## src/sv/utf8d_pkg.sv

```systemverilog
// shared types and lead-byte decode for the utf-8 to ucs-2 stream decoder
`default_nettype none
package utf8d_pkg;

    localparam int unsigned BYTE_W   = 8;
    localparam int unsigned UNIT_W   = 16;
    localparam int unsigned MAX_OUT  = 6;
    localparam int unsigned HELD_N   = 4;
    localparam int unsigned CNT_W    = 3;

    // lead byte classes
    localparam logic [7:0] LEAD2_MASK = 8'hE0;
    localparam logic [7:0] LEAD2_CODE = 8'hC0;
    localparam logic [7:0] LEAD3_MASK = 8'hF0;
    localparam logic [7:0] LEAD3_CODE = 8'hE0;
    localparam logic [7:0] LEAD4_MASK = 8'hF8;
    localparam logic [7:0] LEAD4_CODE = 8'hF0;
    localparam logic [7:0] LEAD5_MASK = 8'hFC;
    localparam logic [7:0] LEAD5_CODE = 8'hF8;
    localparam logic [7:0] LEAD6_MASK = 8'hFE;
    localparam logic [7:0] LEAD6_CODE = 8'hFC;
    localparam logic [7:0] CONT_MASK  = 8'hC0;
    localparam logic [7:0] CONT_CODE  = 8'h80;
    localparam logic [7:0] CONT_BITS  = 8'h3F;

    // result of classifying a byte outside a sequence
    typedef struct packed {
        logic [CNT_W-1:0] more;   // continuation bytes to follow, 0 = no sequence
        logic [4:0]       bits;   // payload bits of the lead byte
    } t_fresh;

    // group of units produced by one input transfer
    typedef struct packed {
        logic [MAX_OUT-1:0][UNIT_W-1:0] units;
        logic [CNT_W-1:0]               count;
        logic                           eot;   // final unit is the terminator
    } t_burst;

    // buffer status seen by the input handshake
    typedef struct packed {
        logic empty;
        logic single;
    } t_buf_status;

    function automatic t_fresh utf8d_fresh(input logic [7:0] b);
        t_fresh f;
        f.more = '0;
        f.bits = '0;
        if ((b & LEAD2_MASK) == LEAD2_CODE) begin
            f.more = 3'd1;
            f.bits = b[4:0];
        end else if ((b & LEAD3_MASK) == LEAD3_CODE) begin
            f.more = 3'd2;
            f.bits = {1'b0, b[3:0]};
        end else if ((b & LEAD4_MASK) == LEAD4_CODE) begin
            f.more = 3'd3;
            f.bits = {2'b0, b[2:0]};
        end else if ((b & LEAD5_MASK) == LEAD5_CODE) begin
            f.more = 3'd4;
            f.bits = {3'b0, b[1:0]};
        end else if ((b & LEAD6_MASK) == LEAD6_CODE) begin
            f.more = 3'd5;
            f.bits = {4'b0, b[0]};
        end
        return f;
    endfunction

endpackage
`default_nettype wire

```

## src/sv/utf8d_core.sv

```systemverilog
// sequence state and per-byte decode into a burst of units
`default_nettype none
module utf8d_core (
    input  wire logic                        i_clk,
    input  wire logic                        i_rst_n,
    input  wire logic                        i_take,
    input  wire logic [utf8d_pkg::BYTE_W-1:0] i_data_byte,
    output utf8d_pkg::t_burst                o_burst
);
    import utf8d_pkg::*;

    logic [CNT_W-1:0]  r_remain, n_remain;
    logic [UNIT_W-1:0] r_partial, n_partial;
    logic [BYTE_W-1:0] r_lead, n_lead;
    logic [CNT_W-1:0]  r_hcnt, n_hcnt;
    logic [BYTE_W-1:0] r_held [HELD_N];

    t_fresh            fresh;
    logic              is_cont;
    logic              fresh_emit;
    logic              brk;
    logic [CNT_W-1:0]  base;
    logic [UNIT_W-1:0] next_partial;
    logic              held_we;

    // decode of the incoming byte against the open sequence
    always_comb begin
        fresh        = utf8d_fresh(i_data_byte);
        is_cont      = (i_data_byte & CONT_MASK) == CONT_CODE;
        fresh_emit   = fresh.more == '0;
        next_partial = {r_partial[UNIT_W-7:0], i_data_byte[5:0]};
        brk          = (r_remain != '0) && !is_cont;
        base         = brk ? r_hcnt + 3'd1 : 3'd0;

        n_remain  = r_remain;
        n_partial = r_partial;
        n_lead    = r_lead;
        n_hcnt    = r_hcnt;
        held_we   = 1'b0;

        o_burst.units = '0;
        o_burst.count = '0;
        o_burst.eot   = 1'b0;

        if (r_remain != '0 && is_cont) begin
            // continuation inside an open sequence
            n_partial = next_partial;
            n_remain  = r_remain - 3'd1;
            if (r_remain == 3'd1) begin
                o_burst.units[0] = next_partial;
                o_burst.count    = 3'd1;
                n_hcnt           = '0;
            end else begin
                held_we = 1'b1;
                if (r_hcnt < 3'(HELD_N)) begin
                    n_hcnt = r_hcnt + 3'd1;
                end
            end
        end else begin
            // idle byte, or a byte breaking the sequence: replay then fresh
            for (int k = 0; k < MAX_OUT; k++) begin
                if (brk && k == 0) begin
                    o_burst.units[k] = {8'h00, r_lead};
                end else if (brk && k >= 1 && k <= int'(r_hcnt) && k <= HELD_N) begin
                    o_burst.units[k] = {8'h00, r_held[2'(k - 1)]};
                end else if (fresh_emit && k == int'(base)) begin
                    o_burst.units[k] = {8'h00, i_data_byte};
                end
            end
            o_burst.count = base + (fresh_emit ? 3'd1 : 3'd0);
            o_burst.eot   = fresh_emit && (i_data_byte == '0);
            if (brk) begin
                n_remain  = '0;
                n_hcnt    = '0;
                n_partial = '0;
            end
            if (!fresh_emit) begin
                n_lead    = i_data_byte;
                n_partial = {11'h000, fresh.bits};
                n_remain  = fresh.more;
                n_hcnt    = '0;
            end
        end
    end

    // sequence state
    always_ff @(posedge i_clk) begin
        if (!i_rst_n) begin
            r_remain  <= '0;
            r_partial <= '0;
            r_lead    <= '0;
            r_hcnt    <= '0;
        end else if (i_take) begin
            r_remain  <= n_remain;
            r_partial <= n_partial;
            r_lead    <= n_lead;
            r_hcnt    <= n_hcnt;
        end
    end

    // held continuation bytes, no reset
    always_ff @(posedge i_clk) begin
        if (i_take && held_we) begin
            r_held[r_hcnt[1:0]] <= i_data_byte;
        end
    end

endmodule
`default_nettype wire

```

## src/sv/utf8d_burst.sv

```systemverilog
// result buffer that plays out a burst of units one transfer at a time
`default_nettype none
module utf8d_burst (
    input  wire logic                         i_clk,
    input  wire logic                         i_rst_n,
    input  wire logic                         i_load,
    input  utf8d_pkg::t_burst                 i_burst,
    input  wire logic                         i_out_take,
    output logic                              o_valid,
    output logic [utf8d_pkg::UNIT_W-1:0]      o_code_unit,
    output logic                              o_end_of_text,
    output logic                              o_last,
    output utf8d_pkg::t_buf_status            o_status
);
    import utf8d_pkg::*;

    logic [MAX_OUT-1:0][UNIT_W-1:0] r_units;
    logic [CNT_W-1:0]               r_cnt;
    logic                           r_eot;

    // count and terminator flag
    always_ff @(posedge i_clk) begin
        if (!i_rst_n) begin
            r_cnt <= '0;
            r_eot <= 1'b0;
        end else if (i_load) begin
            r_cnt <= i_burst.count;
            r_eot <= i_burst.eot;
        end else if (i_out_take) begin
            r_cnt <= r_cnt - 3'd1;
        end
    end

    // unit shift line, head is the unit on offer
    always_ff @(posedge i_clk) begin
        if (i_load) begin
            r_units <= i_burst.units;
        end else if (i_out_take) begin
            r_units <= {{UNIT_W{1'b0}}, r_units[MAX_OUT-1:1]};
        end
    end

    assign o_valid         = r_cnt != '0;
    assign o_code_unit     = r_units[0];
    assign o_last          = r_cnt == 3'd1;
    assign o_end_of_text   = r_eot && (r_cnt == 3'd1);
    assign o_status.empty  = r_cnt == '0;
    assign o_status.single = r_cnt == 3'd1;

`ifndef SYNTHESIS
    a_cnt_range: assert property (@(posedge i_clk) disable iff (!i_rst_n)
        r_cnt <= 3'(MAX_OUT))
        else $error("burst count out of range");
    a_load_free: assert property (@(posedge i_clk) disable iff (!i_rst_n)
        i_load |-> (r_cnt == '0 || (r_cnt == 3'd1 && i_out_take)))
        else $error("burst loaded over pending units");
    a_drain: assert property (@(posedge i_clk) disable iff (!i_rst_n)
        (i_out_take && !i_load) |=> r_cnt == $past(r_cnt) - 3'd1)
        else $error("burst count did not step on transfer");
    a_eot_last: assert property (@(posedge i_clk) disable iff (!i_rst_n)
        (o_valid && o_end_of_text) |-> o_last)
        else $error("terminator not on final unit");
`endif

endmodule
`default_nettype wire

```

## src/sv/utf8_to_ucs2_stream_decoder.sv

```systemverilog
// utf-8 to ucs-2 stream decoder top level
// latency: a unit is offered in the cycle after the byte that completes it is taken
// throughput: one byte per cycle while each byte yields at most one unit and
//   the output is not stalled; a byte that yields several units holds the input
//   as the result buffer plays them out one per transfer, until only the last is left
// reset: synchronous active-low i_rst_n clears the sequence state and the buffer
`default_nettype none
module utf8_to_ucs2_stream_decoder (
    input  wire logic                          i_clk,
    input  wire logic                          i_rst_n,
    input  wire logic                          i_valid,
    output logic                               o_stall,
    input  wire logic [utf8d_pkg::BYTE_W-1:0]  i_data_byte,
    output logic                               o_valid,
    input  wire logic                          i_stall,
    output logic [utf8d_pkg::UNIT_W-1:0]       o_code_unit,
    output logic                               o_end_of_text,
    output logic                               o_last
);
    import utf8d_pkg::*;

    t_burst      burst;
    t_buf_status status;
    logic        in_take;
    logic        out_take;

    // handshakes: take a byte once the buffer is free by the next edge
    assign out_take = o_valid && !i_stall;
    assign o_stall  = !(status.empty || (status.single && !i_stall));
    assign in_take  = i_valid && !o_stall;

    utf8d_core u_core (
        .i_clk       (i_clk),
        .i_rst_n     (i_rst_n),
        .i_take      (in_take),
        .i_data_byte (i_data_byte),
        .o_burst     (burst)
    );

    utf8d_burst u_burst (
        .i_clk         (i_clk),
        .i_rst_n       (i_rst_n),
        .i_load        (in_take),
        .i_burst       (burst),
        .i_out_take    (out_take),
        .o_valid       (o_valid),
        .o_code_unit   (o_code_unit),
        .o_end_of_text (o_end_of_text),
        .o_last        (o_last),
        .o_status      (status)
    );

endmodule
`default_nettype wire
```

## config.mk

```make
export PLATFORM = sky130hd
export DESIGN_NAME = utf8_to_ucs2_stream_decoder
export DESIGN_NICKNAME = d
export VERILOG_FILES = /design/src/sv/utf8d_pkg.sv /design/src/sv/utf8d_core.sv /design/src/sv/utf8d_burst.sv /design/src/sv/utf8_to_ucs2_stream_decoder.sv
export SDC_FILE = /design/constraint.sdc
export NUM_CORES = 1
export LEC_CHECK = 0
export BUFFER_PORTS_ARGS = -buffer_cell sky130_fd_sc_hd__buf_4
export CAP_MARGIN = 25
export CORE_MARGIN = 10
export CORE_UTILIZATION = 55
export CTS_CLUSTER_DIAMETER = 80
export DETAILED_ROUTE_END_ITERATION = 7
export PLACE_DENSITY = 0.76
export RECOVER_POWER = 25
export SLEW_MARGIN = 20
export SYNTH_ARGS = -nofsm -noshare
export SYNTH_HDL_FRONTEND = slang
export SYNTH_SLANG_ARGS = --single-unit
```

## constraint.sdc

```tcl
create_clock -name i_clk -period 1.9 [get_ports i_clk]
set_input_delay 0.095 -clock i_clk [delete_from_list [all_inputs] [get_ports i_clk]]
set_output_delay 0.095 -clock i_clk [all_outputs]
set_load 0.005 [all_outputs]
```

==> results.ini, run 1 <==
[pwr]
vdd_ir_drop_max_mv=0.632
power_density_mw_per_mm2=1270
power_leakage_nw=2.53

[floorplanning]
core_mm2=0.00982
die_h_um=121
ios=32
die_w_um=121
start_util=0.566
num_rows=36
die_area_mm2=0.0145

[clock_tree]
cts_sinks=116
cts_tree=done
htree_levels=4
clk_latency_ns=0.53
clk_path_buf_depth=2
cts-root-buf=clkbuf_8
numCtsBuffers=17
clkTransAtPathRegs_ns=0.06

[setup_path]
crit_family=buffers and inverters
path_buf_inv=3
cp.arrival_ns=2.13
r2r-end=u_burst.r_units[50]$_DFFE_PP_
r2r_slack_ns=0.05
cpPeakStageDelay_ns=0.36
r2r_start=u_core.r_hcnt[0]$_SDFFE_PN0P_
path_max_fanout=11
worst-endpoint-required_ns=2.18
startpoint_type=flip-flop
worstSetupEndpointType=flip-flop
crit_type=flip-flop to flip-flop
critPathSlowestCell=dfxtp_4
crit_chain=inv_1 -> ha_4 -> buf_4 -> nand3b_1 -> nor4_4 -> buf_6 -> a221o_1
reg2reg_depth=7
crit_path_start=u_core.r_hcnt[0]$_SDFFE_PN0P_

[sta]
min_period_ns=1.85
post-route-period-util=0.976
maxSlewViolCount=0
hold_viol_final=0
worst_slew_pin_slew_ns=0.903
tns_ns=0
setup_viol=0
slew_headroom=0.398
fin_worst_skew_ns=0.00715
fmax_ghz=0.539
timing.hold.ws_ns=0.0215

[layout]
drive_gt1_frac=0.286
nNetsFinal=535
antennaDiodeCount=0
nFillCells=701
area_delta_synth_final_pct=23.7
design_area_mm2=0.00687
stdcell_count=657

[outcome]
outcome=complete, no violations

[synth]
avgSynthCellArea_um2=12.1
ys.flop_type=edfxtp_1
async_reset_ff_frac=0
synth_common_cells=edfxtp_1, dfxtp_1, o21ai_0
yosysTopAreaCell=edfxtp_1
yosysWarnings=0
ys_seq_area_frac=0.576
syn_area_mm2=0.00556
synthesis.instances=461
yosysUniqueCellTypes=56
syn_nets=485
synth_top_area_frac=0.475
synth_seq_cells=116
synth.area.top_cells=edfxtp_1, dfxtp_1, a221o_1
synth-edff-count=88
yosysMostFrequentCell=edfxtp_1

[place]
placed_cell_area_mm2=0.00604
port_buffers=31
finalWeightedCongestion=0.828
numPlacedInstances=614
place_hpwl_mm=8.44

[hold_path]
worstHoldStart=i_valid
hold_class=input pin to flip-flop
worst_hold_path.num_cells=5
hold_path_end=u_burst.r_cnt[2]$_SDFFE_PN0P_

[grt]
grt_overflow=0
antenna_found_initial=0
grt_pass1_wl_mm=22.6
grt_start_max_net_pins=47
grt_pass1_vias=4250
grtUsageTotal=0.197

[detailed_routing]
drt_pre_antenna_iters=5
wl_per_cell_um=21.6
first_iter_violations=399
vias=4192
drt_wl_total_mm=14.2
drc=0
vias_per_cell=6.38
detail-route-antenna-nets=0

[run]
drv_cap=0

## layout by cell type (no fill, tap or decap), drive strengths merged, types with 3 or more instances in the layout
cell type,count
nor2b,6
and3,25
o21a,5
o2111ai,3
edfxtp,88
a21boi,3
nand4,11
nand2,26
a21oi,16
o211ai,5
clkinv,4
a32oi,9
buf,49
bufinv,4
dfxtp,28
clkbuf,44
a31o,5
nand3,8
o21ai,32
and2,26
inv,11
nor4,9
ha,12
mux2i,6
nand4b,8
nor2,17
a221o,24
dlygate4sd3,4
xnor2,3
nor3,4
nand2b,5
clkinvlp,5
## state kept, by name (all words and copies together), names as in the netlist
| signal | flops |
|---|---|
| u_burst.o_code_unit | 16 |
| u_burst.r_cnt | 3 |
| u_burst.r_eot | 1 |
| u_burst.r_units | 40 |
| u_core.r_hcnt | 3 |
| u_core.r_held | 32 |
| u_core.r_lead | 8 |
| u_core.r_partial | 10 |
| u_core.r_remain | 3 |
## stage by stage
step | utilization | setup WS (ns) | power, mW
floorplan | - | 0.00447 | 4.65
detailed placement | 0.615 | -0.0575 | 5.26
global placement | 0.615 | -0.0231 | 5.21
CTS | 0.694 | 0.00376 | 8.67
finish | 0.700 | 0.0451 | 8.73
global route | 0.700 | -0.0130 | 9.05
## timing repair
item	CTS	global route
endpoints found under the setup margin	75	87
endpoints found under the hold margin	23	0
cloned	1	0
hold buffers	4	0
pin swaps	4	2
buffers inserted	5	1
resized for setup	10	28
## layer usage
layer | vias up | share of wire | wire, um | track usage
met4 | 0 | 0.030 | 422 | 0.0943
met5 | - | 0 | 0 | 0
met1 | 2081 | 0.39 | 5530 | 0.228
met2 | 217 | 0.51 | 7250 | 0.334
met3 | 34 | 0.069 | 974 | 0.0512
li1 | 1860 | - | - | -
## worst register-to-register path, stage by stage (launching register included)
cell,delay (ns)
dfxtp_4,0.36
inv_1,0.14
ha_4,0.23
buf_4,0.18
nand3b_1,0.14
nor4_4,0.06
buf_6,0.15
a221o_1,0.35
## cell type report
class / count / area [um2] / share of cell area
clock inverters: 15 / 206 / 0.0300
well taps: 133 / 166 / 0.0242
repair buffers: 81 / 659 / 0.0959
flip-flops and latches: 116 / 3210 / 0.467
clock buffers: 17 / 414 / 0.0602
multi-input cells: 286 / 2180 / 0.317
inverters: 9 / 33.8 / 0.00491
## cells by family (layout without fill, tap and decap cells)
group | Yosys count | count (layout) | synth area share
AO/OA/AOI/OAI | 113 | 113 | 0.150
XOR/XNOR | 3 | 3 | 0.00473
adder cells (fa/ha/maj) | 12 | 12 | 0.0270
buffers and inverters | 59 | 122 | 0.0576
flip-flops | 116 | 116 | 0.576
multiplexers | 7 | 7 | 0.0128
AND/OR/NAND/NOR | 151 | 151 | 0.172
## report_power, final
part           internal [mW]  switching, mW  total, mW
clock                   2.14           1.20       3.34
combinational          0.849           1.02       1.87
sequential              3.36          0.152       3.52
## worst max path at each step
stage                     cells after the start  slack [ns]                                end
final                                         7        0.05      u_burst.r_units[50]$_DFFE_PP_
after global routing                          8       -0.01      u_burst.r_units[39]$_DFFE_PP_
after floorplan                               8       0.004   u_burst.o_code_unit[4]$_DFFE_PP_
after CTS                                     5       0.004                            o_stall
after global placement                        6       -0.02      u_burst.r_units[69]$_DFFE_PP_
after detailed placement                      7       -0.06  u_burst.r_units[87]$_SDFFCE_PP0P_
(Power assumes the default switching activity.)
==> run 2: changes to the inputs <==
--- a/config.mk
+++ b/config.mk
@@ -5,6 +5,7 @@
 export SDC_FILE = /design/constraint.sdc
 export NUM_CORES = 1
 export LEC_CHECK = 0
+export ABC_AREA = 1
 export BUFFER_PORTS_ARGS = -buffer_cell sky130_fd_sc_hd__buf_4
 export CAP_MARGIN = 25
 export CORE_MARGIN = 10
==> run 2 against run 1 <==
Final cell count grew 31%. First-iteration DRC count grew 89%. Wire length grew 4.2%. Maximum frequency is essentially flat. Critical endpoint is now u_burst.r_cnt[2]$_SDFFE_PN0P_. Sequential share of layout area shrank 1.5 points. Sequential cell count is the same. Clock skew grew 0.0017 ns.
==> results.ini, run 2 <==
[synth]
synth.area.top_cells=edfxtp_1, nand2_1, dfxtp_1
yosysUniqueCellTypes=40  ; -29%
synthesis.instances=651  ; +41%
async_reset_ff_frac=0  ; unchanged
yosysTopAreaCell=edfxtp_1
synth-edff-count=88  ; unchanged
syn_area_mm2=0.00579  ; +4.2%
synth_seq_cells=116  ; unchanged
syn_nets=675  ; +39%
ys.flop_type=edfxtp_1
yosysWarnings=0  ; unchanged
yosysMostFrequentCell=nand2_1
synth_top_area_frac=0.456  ; -0.0190
ys_seq_area_frac=0.553  ; -0.0230
synth_common_cells=nand2_1, edfxtp_1, nor2_1
avgSynthCellArea_um2=8.89  ; -26%

[layout]
design_area_mm2=0.00709  ; +3.2%
final_util=0.690  ; -0.00977
top_register=u_burst.r_units
nNetsFinal=733  ; +37%
area_delta_synth_final_pct=22.5
multi_input_area_mm2=0.00218  ; -0.17%
largest_reg_flops=40  ; unchanged
ff_latch_area_mm2=0.00321  ; -0.12%
drive_gt1_frac=0.213  ; -0.0730
layout_commonest_cell=nand2_1
nFillCells=747  ; +6.6%
final_cell_mix=nand2_1, edfxtp_1, nor2_1, a21oi_1
antennaDiodeCount=0  ; unchanged

[floorplanning]
die_w_um=123  ; +1.7%
ios=32  ; unchanged
start_util=0.563  ; -0.00270
num_rows=37  ; +2.8%
die_area_mm2=0.0150  ; +3.5%
core_mm2=0.0103  ; +4.7%
die_h_um=123  ; +1.7%

[grt]
grt_start_max_net_pins=38  ; -19%
grt_pass1_vias=4645  ; +9.3%
grtUsageTotal=0.203  ; +0.00642
grt_pass1_wl_mm=23.5  ; +4.2%
grt_overflow=0  ; unchanged
antenna_found_initial=0  ; unchanged

[sta]
worst_slew_pin_slew_ns=0.768  ; -0.136 ns
hold_viol_final=0  ; unchanged
min_period_ns=1.85  ; -0.00122 ns
fin_worst_skew_ns=0.00885  ; +0.00170 ns
post-route-period-util=0.976  ; about the same
setup_viol=0  ; unchanged
grt_setup_unrepaired=yes
slew_headroom=0.488  ; +0.0904
fmax_ghz=0.539  ; about the same
maxSlewViolCount=0  ; unchanged

[detailed_routing]
drt_pre_antenna_iters=7  ; +2
vias_per_cell=5.54  ; -13%
wl_per_cell_um=17.2  ; -20%
vias=4750  ; +13%
detail-route-antenna-nets=0  ; unchanged
drt_wl_total_mm=14.8  ; +4.2%
first_iter_violations=754  ; +89%
drc=0  ; unchanged

[place]
port_buffers=31  ; unchanged
placed_cell_area_mm2=0.00625  ; +3.5%
place_hpwl_mm=9.63  ; +14%
finalWeightedCongestion=0.940  ; +14%

[clock_tree]
cts_sinks=116  ; unchanged
clk_latency_ns=0.53  ; about the same
clk_path_buf_depth=2  ; unchanged
clkTransAtPathRegs_ns=0.06  ; about the same
cts-root-buf=clkbuf_8
cts_tree=done
htree_levels=4  ; unchanged
numCtsBuffers=17  ; unchanged

[hold_path]
hold_class=input pin to flip-flop

[pwr]
power_density_mw_per_mm2=1450  ; +14%
vdd_ir_drop_max_mv=1.22  ; +93%
switching_share=0.310  ; +0.0375
p_comb_frac=0.281  ; +0.066
p_int_mw=7.09  ; +12%
seq_power_share=0.389  ; -0.014
power_switching_mw=3.18  ; +34%
power_leakage_nw=3.06  ; +21%
pwr-share-clk=0.330  ; -0.053

[setup_path]
cp.arrival_ns=2.27  ; +0.14 ns
worstSetupEndpointType=flip-flop
worst-endpoint-required_ns=2.31  ; +0.13 ns
crit_type=input pin to flip-flop
path_max_fanout=5  ; -6
startpoint_type=input pin

[run]
drv_cap=0  ; unchanged

[outcome]
outcome=complete, no violations

==> run 2: power groups by stage <==
stage,Combinational (mW),Sequential [mW],Clock (mW)
detailed placement,2.71,4.03,0
floorplan,1.91,3.97,0
global route,3.19,4.06,3.55
CTS,2.80,4.00,3.41
finish,2.89,3.99,3.39
global placement,2.63,4.02,0
==> run 2: cells by family (layout without fill, tap and decap cells) <==
kind of cell | count (synthesis) | in the layout | synth area share
flip-flops | 116 | 116 | 0.553
AND/OR/NAND/NOR | 342 | 342 | 0.253
buffers and inverters | 100 | 171 | 0.0895
XOR/XNOR | 2 | 2 | 0.00303
AO/OA/AOI/OAI | 79 | 79 | 0.0754
adder cells (fa/ha/maj) | 12 | 12 | 0.0259
==> run 2: critical path: stages <==
cell and delay, ns:
dlygate4sd3_1 0.52, clkbuf_1 0.21, nand2_1 0.12, inv_1 0.19, o21ai_4 0.12, nand2_4 0.12, inv_4 0.04, ha_1 0.20
ha_1 0.20, or2_2 0.30, nand3_1 0.08, a21oi_1 0.07
==> run 2: repair_timing <==
| action | in CTS | in global routing |
|---|---|---|
| setup buffers | 5 | 1 |
| endpoints found under the hold margin | 40 | 0 |
| resized for setup | 11 | 26 |
| pin swaps | 4 | 6 |
| hold buffers | 8 | 0 |
| setup endpoints to repair | 79 | 100 |
==> run 2: final timing paths <==
check                                                      start                          endpoint  cells after the start  slack, ns
worst max register to register   u_core.r_remain[0]$_SDFFE_PN0P_     u_burst.r_cnt[2]$_SDFFE_PN0P_                     10       0.06
worst max-delay path                              i_data_byte[6]     u_burst.r_cnt[2]$_SDFFE_PN0P_                     12       0.05
worst min-delay path                              i_data_byte[1]     u_core.r_held[1][1]$_DFFE_PP_                      2       0.09
worst min register to register  u_core.r_partial[7]$_SDFFE_PN0P_  u_core.r_partial[7]$_SDFFE_PN0P_                      2       0.46
==> run 2: through the flow <==
stage / power, mW / setup WS, ns / hold slack, ns / TNS (ns) / instances
3_5_place_dp: 6.74 / -0.123 / 0.422 / -4.84 / 812
3_3_place_gp: 6.65 / -0.0851 / 0.421 / -2.21 / 811
2_1_floorplan: 5.88 / -0.170 / 0.194 / -5.70 / 651
5_1_grt: 10.8 / -0.0183 / 0.0720 / -0.0498 / 858
6_report: 10.3 / 0.0463 / 0.0930 / 0 / 858
4_1_cts: 10.2 / 0.00686 / 0.00880 / 0 / 857
==> run 2: cell type report <==
class	count	area share
clock inverter	11	0.0259
clock buffer	21	0.0619
inverter	57	0.0321
sequential	116	0.452
tap	136	0.0240
multi-input combinational	435	0.307
timing repair buffer	82	0.0968
==> run 2: layer usage <==
metal / track usage / share of wire
met5: 0 / 0
met4: 0.109 / 0.037
met3: 0.0606 / 0.082
met2: 0.329 / 0.49
met1: 0.241 / 0.39
